### src/rtl/core/ptsd_pkg.sv
// shared types and constants for the time-scaled derivative pid block
`default_nettype none

package ptsd_pkg;

    localparam int GAIN_W    = 24;
    localparam int SAMPLE_W  = 16;
    localparam int TIME_W    = 32;
    localparam int SUM_W     = 40;
    localparam int CORR_W    = 32;
    localparam int ACC_W     = 64;
    localparam int CHUNK_W   = 20;
    localparam int MUL_B_W   = CHUNK_W + 1;
    localparam int PROD_W    = GAIN_W + MUL_B_W;
    localparam int NUM_W     = 34;
    localparam int DIV_CNT_W = $clog2(NUM_W);
    localparam int CFG_IDX_W = 2;
    localparam int RATE_SHIFT = 8;
    localparam int GAIN_FRAC  = 12;

    // 1000 us per ms times q.8 scaling
    localparam logic signed [GAIN_W-1:0] RATE_SCALE = 24'sd256000;

    localparam logic [CFG_IDX_W-1:0] REG_GAIN_P = 2'd0;
    localparam logic [CFG_IDX_W-1:0] REG_GAIN_D = 2'd1;
    localparam logic [CFG_IDX_W-1:0] REG_GAIN_I = 2'd2;

    typedef struct packed {
        logic busy;
        logic done;
    } div_stat_t;

endpackage

`default_nettype wire

### src/rtl/core/ptsd_if.sv
// valid/ready channel interfaces for samples and corrections
`default_nettype none

interface ptsd_in_if;
    logic                                  valid;
    logic                                  ready;
    logic signed [ptsd_pkg::SAMPLE_W-1:0]  error_sample;
    logic        [ptsd_pkg::TIME_W-1:0]    time_now_us;

    modport source (output valid, output error_sample, output time_now_us, input ready);
    modport sink   (input valid, input error_sample, input time_now_us, output ready);
endinterface

interface ptsd_out_if;
    logic                                valid;
    logic                                ready;
    logic signed [ptsd_pkg::CORR_W-1:0]  correction;

    modport source (output valid, output correction, input ready);
    modport sink   (input valid, input correction, output ready);
endinterface

`default_nettype wire

### src/rtl/core/ptsd_div.sv
// restoring unsigned divider, one quotient bit per cycle
`default_nettype none

module ptsd_div
(
    input  wire logic                          clk,
    input  wire logic                          rst_n,
    input  wire logic                          start,
    input  wire logic [ptsd_pkg::NUM_W-1:0]    dividend,
    input  wire logic [ptsd_pkg::TIME_W-1:0]   divisor,
    output ptsd_pkg::div_stat_t                stat,
    output logic      [ptsd_pkg::NUM_W-1:0]    quotient
);

    logic                              busy_reg, busy_next;
    logic                              done_reg, done_next;
    logic [ptsd_pkg::DIV_CNT_W-1:0]    cnt_reg, cnt_next;
    logic [ptsd_pkg::TIME_W-1:0]       rem_reg, rem_next;
    logic [ptsd_pkg::NUM_W-1:0]        quo_reg, quo_next;
    logic [ptsd_pkg::TIME_W-1:0]       dvs_reg, dvs_next;
    logic [ptsd_pkg::TIME_W:0]         rem_shift;
    logic [ptsd_pkg::TIME_W+1:0]       trial;
    logic                              fits;

    assign rem_shift = {rem_reg, quo_reg[ptsd_pkg::NUM_W-1]};
    assign trial     = {1'b0, rem_shift} - {2'b00, dvs_reg};
    assign fits      = !trial[ptsd_pkg::TIME_W+1];

    always_comb
    begin
        busy_next = busy_reg;
        done_next = 1'b0;
        cnt_next  = cnt_reg;
        rem_next  = rem_reg;
        quo_next  = quo_reg;
        dvs_next  = dvs_reg;
        if (start)
        begin
            busy_next = 1'b1;
            cnt_next  = ptsd_pkg::DIV_CNT_W'(ptsd_pkg::NUM_W - 1);
            rem_next  = '0;
            quo_next  = dividend;
            dvs_next  = divisor;
        end
        else if (busy_reg)
        begin
            rem_next = fits ? trial[ptsd_pkg::TIME_W-1:0] : rem_shift[ptsd_pkg::TIME_W-1:0];
            quo_next = {quo_reg[ptsd_pkg::NUM_W-2:0], fits};
            cnt_next = cnt_reg - 1'b1;
            if (cnt_reg == '0)
            begin
                busy_next = 1'b0;
                done_next = 1'b1;
            end
        end
    end

    always_ff @(posedge clk or negedge rst_n)
    begin
        if (!rst_n)
        begin
            busy_reg <= 1'b0;
            done_reg <= 1'b0;
            cnt_reg  <= '0;
        end
        else
        begin
            busy_reg <= busy_next;
            done_reg <= done_next;
            cnt_reg  <= cnt_next;
        end
    end

    always_ff @(posedge clk)
    begin
        rem_reg <= rem_next;
        quo_reg <= quo_next;
        dvs_reg <= dvs_next;
    end

    assign stat.busy = busy_reg;
    assign stat.done = done_reg;
    assign quotient  = quo_reg;

endmodule

`default_nettype wire

### src/rtl/core/pid_time_scaled_derivative.sv
// pid controller top level with time-scaled derivative and shared multiplier
// the steps are scale, divide, six gain products and finish; no divide when elapsed time is zero
// a new sample is taken only once the last one has passed the rate scaling, the 34-step divider
// and six 24x21 gain products and its correction is in the output register
// the single multiplier is reused for the rate scaling and every gain product
// a finished correction waits in the output register while the next sample is taken
// reset: gains, previous sample, previous timestamp and error sum clear to zero
`default_nettype none

module pid_time_scaled_derivative
(
    input  wire logic                                 clk,
    input  wire logic                                 rst_n,
    input  wire logic                                 cfg_we,
    input  wire logic [ptsd_pkg::CFG_IDX_W-1:0]       cfg_index,
    input  wire logic [ptsd_pkg::GAIN_W-1:0]          cfg_wdata,
    ptsd_in_if.sink                                   samples,
    ptsd_out_if.source                                results
);

    typedef enum logic [3:0] {
        ST_IDLE,
        ST_SCALE,
        ST_DIV_START,
        ST_DIV_WAIT,
        ST_D_LO,
        ST_D_HI,
        ST_D_ACC,
        ST_D_SHIFT,
        ST_P_LO,
        ST_P_HI,
        ST_I_LO,
        ST_I_HI,
        ST_ACC_LAST,
        ST_FINISH
    } state_t;

    localparam int SW = ptsd_pkg::SAMPLE_W;
    localparam int TW = ptsd_pkg::TIME_W;
    localparam int GW = ptsd_pkg::GAIN_W;
    localparam int UW = ptsd_pkg::SUM_W;
    localparam int AW = ptsd_pkg::ACC_W;
    localparam int CW = ptsd_pkg::CHUNK_W;
    localparam int BW = ptsd_pkg::MUL_B_W;
    localparam int PW = ptsd_pkg::PROD_W;
    localparam int NW = ptsd_pkg::NUM_W;
    localparam int OW = ptsd_pkg::CORR_W;
    localparam int FR = ptsd_pkg::GAIN_FRAC;

    // control and architectural state
    state_t                  state_reg, state_next;
    logic signed [GW-1:0]    gain_p_reg, gain_p_next;
    logic signed [GW-1:0]    gain_d_reg, gain_d_next;
    logic signed [GW-1:0]    gain_i_reg, gain_i_next;
    logic signed [SW-1:0]    prev_sample_reg, prev_sample_next;
    logic        [TW-1:0]    prev_time_reg, prev_time_next;
    logic signed [UW-1:0]    sum_reg, sum_next;
    logic                    out_valid_reg, out_valid_next;
    logic                    prod_vld_reg, prod_vld_next;

    // working payload
    logic signed [SW-1:0]    sample_reg, sample_next;
    logic        [TW-1:0]    time_reg, time_next;
    logic        [TW-1:0]    elapsed_reg, elapsed_next;
    logic signed [PW-1:0]    prod_reg, prod_next;
    logic                    prod_hi_reg, prod_hi_next;
    logic                    num_neg_reg, num_neg_next;
    logic signed [UW-1:0]    rate_reg, rate_next;
    logic signed [AW-1:0]    acc_reg, acc_next;
    logic signed [OW-1:0]    corr_reg, corr_next;

    // shared multiplier operands
    logic signed [GW-1:0]    mul_a;
    logic signed [BW-1:0]    mul_b;

    logic                    in_take;
    logic                    out_load;
    logic signed [SW:0]      diff;
    logic signed [UW-1:0]    sample_ext;
    logic signed [AW-1:0]    addend;
    logic signed [PW-1:0]    num_abs;
    logic        [UW-1:0]    quo_ext;
    logic signed [UW:0]      sum_wide;
    logic signed [UW-1:0]    sum_sat;
    logic signed [OW-1:0]    corr_sat;
    logic                    corr_ovf;
    logic                    div_start;

    ptsd_pkg::div_stat_t     div_stat;
    logic        [NW-1:0]    div_quo;

    ptsd_div u_div
    (
        .clk      (clk),
        .rst_n    (rst_n),
        .start    (div_start),
        .dividend (num_abs[NW-1:0]),
        .divisor  (elapsed_reg),
        .stat     (div_stat),
        .quotient (div_quo)
    );

    assign samples.ready      = (state_reg == ST_IDLE);
    assign results.valid      = out_valid_reg;
    assign results.correction = corr_reg;

    assign in_take  = samples.valid && samples.ready;
    assign out_load = (state_reg == ST_FINISH) && (!out_valid_reg || results.ready);

    assign diff       = {sample_reg[SW-1], sample_reg} - {prev_sample_reg[SW-1], prev_sample_reg};
    assign sample_ext = UW'(sample_reg);
    assign addend     = prod_hi_reg ? (AW'(prod_reg) <<< CW) : AW'(prod_reg);
    assign num_abs    = prod_reg[PW-1] ? -prod_reg : prod_reg;
    assign quo_ext    = UW'(div_quo);
    assign div_start  = (state_reg == ST_DIV_START) && (elapsed_reg != '0);

    // running sum saturates at 40 bits
    assign sum_wide = {sum_reg[UW-1], sum_reg} + (UW+1)'(sample_reg);
    always_comb
    begin
        sum_sat = sum_wide[UW-1:0];
        if (sum_wide[UW] != sum_wide[UW-1])
        begin
            sum_sat = sum_wide[UW] ? {1'b1, {(UW-1){1'b0}}} : {1'b0, {(UW-1){1'b1}}};
        end
    end

    // drop the gain fraction with floor, then clamp to 32 bits
    assign corr_ovf = !((acc_reg[AW-1:FR+OW-1] == '0) || (acc_reg[AW-1:FR+OW-1] == '1));
    always_comb
    begin
        corr_sat = acc_reg[FR+OW-1:FR];
        if (corr_ovf)
        begin
            corr_sat = acc_reg[AW-1] ? {1'b1, {(OW-1){1'b0}}} : {1'b0, {(OW-1){1'b1}}};
        end
    end

    // operand select: each 40-bit operand goes in as a low unsigned and a high signed chunk
    always_comb
    begin
        mul_a         = gain_p_reg;
        mul_b         = '0;
        prod_vld_next = 1'b0;
        prod_hi_next  = 1'b0;
        case (state_reg)
            ST_SCALE:
            begin
                mul_a = ptsd_pkg::RATE_SCALE;
                mul_b = BW'(diff);
            end
            ST_D_LO:
            begin
                mul_a         = gain_d_reg;
                mul_b         = {1'b0, rate_reg[CW-1:0]};
                prod_vld_next = 1'b1;
            end
            ST_D_HI:
            begin
                mul_a         = gain_d_reg;
                mul_b         = {rate_reg[UW-1], rate_reg[UW-1:CW]};
                prod_vld_next = 1'b1;
                prod_hi_next  = 1'b1;
            end
            ST_P_LO:
            begin
                mul_a         = gain_p_reg;
                mul_b         = {1'b0, sample_ext[CW-1:0]};
                prod_vld_next = 1'b1;
            end
            ST_P_HI:
            begin
                mul_a         = gain_p_reg;
                mul_b         = {sample_ext[UW-1], sample_ext[UW-1:CW]};
                prod_vld_next = 1'b1;
                prod_hi_next  = 1'b1;
            end
            ST_I_LO:
            begin
                mul_a         = gain_i_reg;
                mul_b         = {1'b0, sum_reg[CW-1:0]};
                prod_vld_next = 1'b1;
            end
            ST_I_HI:
            begin
                mul_a         = gain_i_reg;
                mul_b         = {sum_reg[UW-1], sum_reg[UW-1:CW]};
                prod_vld_next = 1'b1;
                prod_hi_next  = 1'b1;
            end
            default:
            begin
                mul_b = '0;
            end
        endcase
        prod_next = PW'(mul_a) * PW'(mul_b);
    end

    // sequencer and datapath next state
    always_comb
    begin
        state_next       = state_reg;
        gain_p_next      = gain_p_reg;
        gain_d_next      = gain_d_reg;
        gain_i_next      = gain_i_reg;
        prev_sample_next = prev_sample_reg;
        prev_time_next   = prev_time_reg;
        sum_next         = sum_reg;
        out_valid_next   = out_valid_reg;
        sample_next      = sample_reg;
        time_next        = time_reg;
        elapsed_next     = elapsed_reg;
        num_neg_next     = num_neg_reg;
        rate_next        = rate_reg;
        corr_next        = corr_reg;
        acc_next         = acc_reg;

        if (prod_vld_reg)
        begin
            acc_next = acc_reg + addend;
        end

        // config must be written only while idle; the block itself does not enforce this
        if (cfg_we)
        begin
            case (cfg_index)
                ptsd_pkg::REG_GAIN_P: gain_p_next = cfg_wdata;
                ptsd_pkg::REG_GAIN_D: gain_d_next = cfg_wdata;
                ptsd_pkg::REG_GAIN_I: gain_i_next = cfg_wdata;
                default:              gain_p_next = gain_p_reg;
            endcase
        end

        if (results.valid && results.ready)
        begin
            out_valid_next = 1'b0;
        end

        case (state_reg)
            ST_IDLE:
            begin
                if (in_take)
                begin
                    sample_next  = samples.error_sample;
                    time_next    = samples.time_now_us;
                    elapsed_next = samples.time_now_us - prev_time_reg;
                    state_next   = ST_SCALE;
                end
            end
            ST_SCALE:
            begin
                state_next = ST_DIV_START;
            end
            ST_DIV_START:
            begin
                num_neg_next = prod_reg[PW-1];
                if (elapsed_reg == '0)
                begin
                    // no time has passed: derivative term is zero
                    rate_next  = '0;
                    state_next = ST_D_LO;
                end
                else
                begin
                    state_next = ST_DIV_WAIT;
                end
            end
            ST_DIV_WAIT:
            begin
                if (div_stat.done)
                begin
                    // quotient truncates toward zero, sign restored here
                    rate_next  = num_neg_reg ? -$signed(quo_ext) : $signed(quo_ext);
                    state_next = ST_D_LO;
                end
            end
            ST_D_LO:
            begin
                acc_next   = '0;
                state_next = ST_D_HI;
            end
            ST_D_HI:
            begin
                state_next = ST_D_ACC;
            end
            ST_D_ACC:
            begin
                state_next = ST_D_SHIFT;
            end
            ST_D_SHIFT:
            begin
                // floor of the derivative product by 256
                acc_next   = acc_reg >>> ptsd_pkg::RATE_SHIFT;
                state_next = ST_P_LO;
            end
            ST_P_LO:     state_next = ST_P_HI;
            ST_P_HI:     state_next = ST_I_LO;
            ST_I_LO:     state_next = ST_I_HI;
            ST_I_HI:     state_next = ST_ACC_LAST;
            ST_ACC_LAST: state_next = ST_FINISH;
            ST_FINISH:
            begin
                // hold here while the previous correction is still unclaimed
                if (out_load)
                begin
                    corr_next        = corr_sat;
                    out_valid_next   = 1'b1;
                    sum_next         = sum_sat;
                    prev_sample_next = sample_reg;
                    prev_time_next   = time_reg;
                    state_next       = ST_IDLE;
                end
            end
            default:
            begin
                state_next = ST_IDLE;
            end
        endcase
    end

    always_ff @(posedge clk or negedge rst_n)
    begin
        if (!rst_n)
        begin
            state_reg       <= ST_IDLE;
            gain_p_reg      <= '0;
            gain_d_reg      <= '0;
            gain_i_reg      <= '0;
            prev_sample_reg <= '0;
            prev_time_reg   <= '0;
            sum_reg         <= '0;
            out_valid_reg   <= 1'b0;
            prod_vld_reg    <= 1'b0;
        end
        else
        begin
            state_reg       <= state_next;
            gain_p_reg      <= gain_p_next;
            gain_d_reg      <= gain_d_next;
            gain_i_reg      <= gain_i_next;
            prev_sample_reg <= prev_sample_next;
            prev_time_reg   <= prev_time_next;
            sum_reg         <= sum_next;
            out_valid_reg   <= out_valid_next;
            prod_vld_reg    <= prod_vld_next;
        end
    end

    always_ff @(posedge clk)
    begin
        sample_reg  <= sample_next;
        time_reg    <= time_next;
        elapsed_reg <= elapsed_next;
        prod_reg    <= prod_next;
        prod_hi_reg <= prod_hi_next;
        num_neg_reg <= num_neg_next;
        rate_reg    <= rate_next;
        acc_reg     <= acc_next;
        corr_reg    <= corr_next;
    end

    // divider runs only while the sequencer waits on it
    assert property (@(posedge clk) disable iff (!rst_n)
        div_stat.busy |-> (state_reg == ST_DIV_WAIT))
        else $error("divider busy outside division wait");

    // a taken sample blocks the input until its correction is produced
    assert property (@(posedge clk) disable iff (!rst_n)
        (samples.valid && samples.ready) |=> !samples.ready)
        else $error("input ready right after a sample transaction");

    // a new correction appears only when the sequencer leaves its final step
    assert property (@(posedge clk) disable iff (!rst_n)
        $rose(results.valid) |-> $past(state_reg == ST_FINISH))
        else $error("correction valid without a finished item");

    // product accumulation never overlaps the clear or the derivative shift
    assert property (@(posedge clk) disable iff (!rst_n)
        ((state_reg == ST_D_LO) || (state_reg == ST_D_SHIFT)) |-> !prod_vld_reg)
        else $error("pending product collides with accumulator clear or shift");

endmodule

`default_nettype wire
### src/flat_wrapper.sv
// flat-port wrapper written by rule: the top's interface ports become plain ports
module pid_time_scaled_derivative_flat 
  (clk, rst_n, cfg_we, cfg_index, cfg_wdata, samples_valid, samples_error_sample, samples_time_now_us, samples_ready, results_valid, results_correction, results_ready);
  ptsd_in_if samples_i ();
  ptsd_out_if results_i ();
  input  wire logic clk;
  input  wire logic rst_n;
  input  wire logic cfg_we;
  input  wire logic [ptsd_pkg::CFG_IDX_W-1:0] cfg_index;
  input  wire logic [ptsd_pkg::GAIN_W-1:0] cfg_wdata;
  input wire logic [$bits(samples_i.valid)-1:0] samples_valid;
  input wire logic [$bits(samples_i.error_sample)-1:0] samples_error_sample;
  input wire logic [$bits(samples_i.time_now_us)-1:0] samples_time_now_us;
  output wire logic [$bits(samples_i.ready)-1:0] samples_ready;
  output wire logic [$bits(results_i.valid)-1:0] results_valid;
  output wire logic [$bits(results_i.correction)-1:0] results_correction;
  input wire logic [$bits(results_i.ready)-1:0] results_ready;
  assign samples_i.valid = samples_valid;
  assign samples_i.error_sample = samples_error_sample;
  assign samples_i.time_now_us = samples_time_now_us;
  assign samples_ready = samples_i.ready;
  assign results_valid = results_i.valid;
  assign results_correction = results_i.correction;
  assign results_i.ready = results_ready;
  pid_time_scaled_derivative u_core (.clk(clk), .rst_n(rst_n), .cfg_we(cfg_we), .cfg_index(cfg_index), .cfg_wdata(cfg_wdata), .samples(samples_i), .results(results_i));
endmodule
### config.mk
export PLATFORM = sky130hd
export DESIGN_NAME = pid_time_scaled_derivative_flat
export DESIGN_NICKNAME = d
export VERILOG_FILES = /design/src/rtl/core/ptsd_pkg.sv /design/src/rtl/core/ptsd_if.sv /design/src/rtl/core/ptsd_div.sv /design/src/rtl/core/pid_time_scaled_derivative.sv /design/src/flat_wrapper.sv
export SDC_FILE = /design/constraint.sdc
export NUM_CORES = 2
export LEC_CHECK = 0
export BUFFER_PORTS_ARGS = -buffer_cell sky130_fd_sc_hd__buf_4
export CAP_MARGIN = 30
export CELL_PAD_IN_SITES_DETAIL_PLACEMENT = 1
export CELL_PAD_IN_SITES_GLOBAL_PLACEMENT = 1
export CORE_ASPECT_RATIO = 0.8
export CORE_MARGIN = 2
export CORE_UTILIZATION = 46
export DETAILED_ROUTE_END_ITERATION = 6
export PLACE_DENSITY = 0.77
export RECOVER_POWER = 25
export SYNTH_ARGS = -nofsm -noshare
export SYNTH_HDL_FRONTEND = slang
export SYNTH_SLANG_ARGS = --single-unit
### constraint.sdc
create_clock -name clk -period 9.5 [get_ports clk]
set_input_delay 1.425 -clock clk [delete_from_list [all_inputs] [get_ports clk]]
set_output_delay 1.425 -clock clk [all_outputs]
set_load 0.1 [all_outputs]
==> qor.yml <==
status:
  status: "complete, but fails checks"
  violations: "max-capacitance violations, max-slew violations"
layout:
  largest_register_ffs: 64
  synthToLayoutAreaGrowth_pct: 10.9
  nNetsFinal: 6465
  drive_gt1_share_pct: 9.83
  fin_util_pct: 51.3
  design_area_um2: 55500
logic_synthesis:
  synth_top_area_share_pct: 20.8
  synth_area_per_cell_um2: 9.21
  synth_edf_count: 283
  synth_nets: 6338
  yosys-top-cells-area: "fa_1, edfxtp_1, dfrtp_1, ha_1, nand2_1"
  syn-instance-count: 5435
  yosys_warnings: 0
  netlist_area_um2: 50000
  synthFlopType: "edfxtp_1"
  async_reset_ff_share_pct: 32.5
  synth-seq-area-share_pct: 28.8
  yosysTopAreaCell: "fa_1"
  ys_types: 93
  ys_ff_latch: 535
critical_path:
  critPathCaptureType: "register"
  required_ns: 10.10
  path_max_fanout: 15
  cp-start-kind: "register"
  critPathKind: "register to register"
  critical_path.slowest_cell: "fa_2"
  crit_arrival_ns: 9.70
  cp_common_cell: "fa_1"
  max_stage_delay_ns: 0.63
global_route:
  antenna_found_initial: 3
  grt.total_usage_pct: 28.9
  grt_pass1_wl_um: 252000
  grt.overflow.total: 0
  grt_pass1_vias: 43000
  grt_max_degree: 102
sta:
  hold_viol_final: 0
  timing.fmax_mhz: 110
  finalClockSkew_ns: 0.0522
  post-route-period-util_pct: 95.8
  worst_slew_pin_slew_ns: 4.87
  rsz0062_at_grt: "true"
  final-setup-viol-count: 0
  final.setup.tns_ns: 0
  drv_slew: 253
  max-slew-margin-rel_pct: -225
  layout_setup_ws_ns: 0.396
  min_period_ns: 9.10
detailed_routing:
  via_per_inst: 5.74
  drtIter0Drc: 2965
  antenna_left: 0
  routedWlPerCell_um: 23.0
  num_vias: 40500
  drt-total-wl_um: 162000
  drc: 0
  dr.pass1.iters: 6
floorplan:
  dieHeight_um: 299
  initial_core_util_pct: 46.3
  io_pins: 113
  core_area_um2: 108000
  die_w_um: 373
  rows: 108
  die_area_um2: 111000
place:
  post-place-ws_ns: -0.288
  dp_hpwl_um: 127000
  port_buffers: 112
  placed_area_um2: 53300
  gp_congestion: 0.937
clock_tree:
  cts_hold_buffers: 0
  cts_buffers: 61
  clk_pin_slew_ns: 0.07
  clock_sinks: 535
  cts_root_buf: "clkbuf_16"
  clockBufferDepth: 3
  h-tree-depth: 2
  clock_latency_ns: 0.72
  cts_tree: "yes"
hold_path:
  min_path_type: "register to register"
job:
  maxCapViolCount: 5
## cells in the final DEF (no fill, tap or decap), types with 126 or more instances in the layout
master / n
a21o_1: 126
a21oi_1: 234
buf_4: 216
dfrtp_1: 173
edfxtp_1: 283
fa_1: 516
ha_1: 299
inv_1: 769
nand2_1: 833
nor2_1: 313
o21ai_0: 317
xnor2_1: 132
xor2_1: 128
## per-stage QoR
step | cells | hold WS (ns)
floorplan | 5435 | 0.415
global placement | 6910 | 0.419
detailed placement | 6915 | 0.441
CTS | 7038 | 0.422
global route | 7045 | 0.441
finish | 7046 | 0.425
## final timing paths
check,end,start,cells after the start,slack (ns)
worst max-delay path,u_core.prod_reg[44]$_DFF_P_,u_core.sample_reg[1]$_DFFE_PP_,33,0.40
worst min-delay path,u_core.u_div.dvs_reg[25]$_DFFE_PP_,u_core.elapsed_reg[25]$_DFFE_PP_,0,0.43
worst max register to register,u_core.prod_reg[44]$_DFF_P_,u_core.sample_reg[1]$_DFFE_PP_,33,0.40
worst min register to register,u_core.u_div.dvs_reg[25]$_DFFE_PP_,u_core.elapsed_reg[25]$_DFFE_PP_,0,0.43
max in group asynchronous,u_core.gain_d_reg[17]$_DFFE_PN0P_,rst_n,2,2.26
min in group asynchronous,u_core.prev_time_reg[4]$_DFFE_PN0P_,rst_n,1,2.47
## Yosys cell counts (67+ instances only)
cell type / n
o21ai_0: 328
dfxtp_1: 78
mux2_2: 99
fa_1: 521
xor2_1: 128
a21o_1: 127
nand2_1: 834
clkbuf_1: 200
ha_1: 303
dfrtp_1: 174
a21oi_1: 240
inv_1: 771
nand3_1: 67
edfxtp_1: 283
nor2_1: 318
xnor2_1: 132
## logic make-up (layout without fill, tap and decap cells)
group / count (synthesis) / after routing / share of synthesized area [%]
simple gates: 1581 / 1581 / 13.9
compound gates: 1115 / 1115 / 14.1
buf+inv: 1000 / 1180 / 7.57
fa+ha+maj: 832 / 832 / 28.6
flops: 535 / 535 / 28.8
xor+xnor: 262 / 262 / 4.62
mux: 110 / 110 / 2.45
other cells: 0 / 1 / 0
## worst max-delay path, delay by kind of cell (launching register included)
family	cells	cell delay, ns
buf+inv	7	0.72
xor+xnor	1	0.15
fa+ha+maj	9	4.46
simple gates	5	1.43
compound gates	11	1.80
flops	1	0.44
## area by class of cell
class,count,area (um^2)
antenna,1,2.50
clock buffer,82,1700
clock inverter,34,388
fill,12300,52600
inverter,772,2900
multi-input combinational,3900,32100
sequential,535,14400
tap,1430,1790
timing repair buffer,292,2180
## repair_timing
| item | 4_1_cts | 5_1_grt |
|---|---|---|
| setup endpoints to repair | 9 | 15 |
| cloned | 1 | 0 |
| pin swaps | 4 | 17 |
| gates resized for setup | 11 | 42 |
| setup buffers | 6 | 7 |
## layer usage
metal,routed length [um],up-vias,GRT usage [%],part of all wire [%]
met3,11100,248,5.10,6.9
met1,72100,20800,40.6,45
met2,74000,1161,46.3,46
met5,24,-,0,0.015
met4,4580,4,7.58,2.8
li1,-,18300,-,-
Power is left out: the tool's default activity adds up to more than one toggle a clock period on the data nets, which glitch-free logic cannot reach.
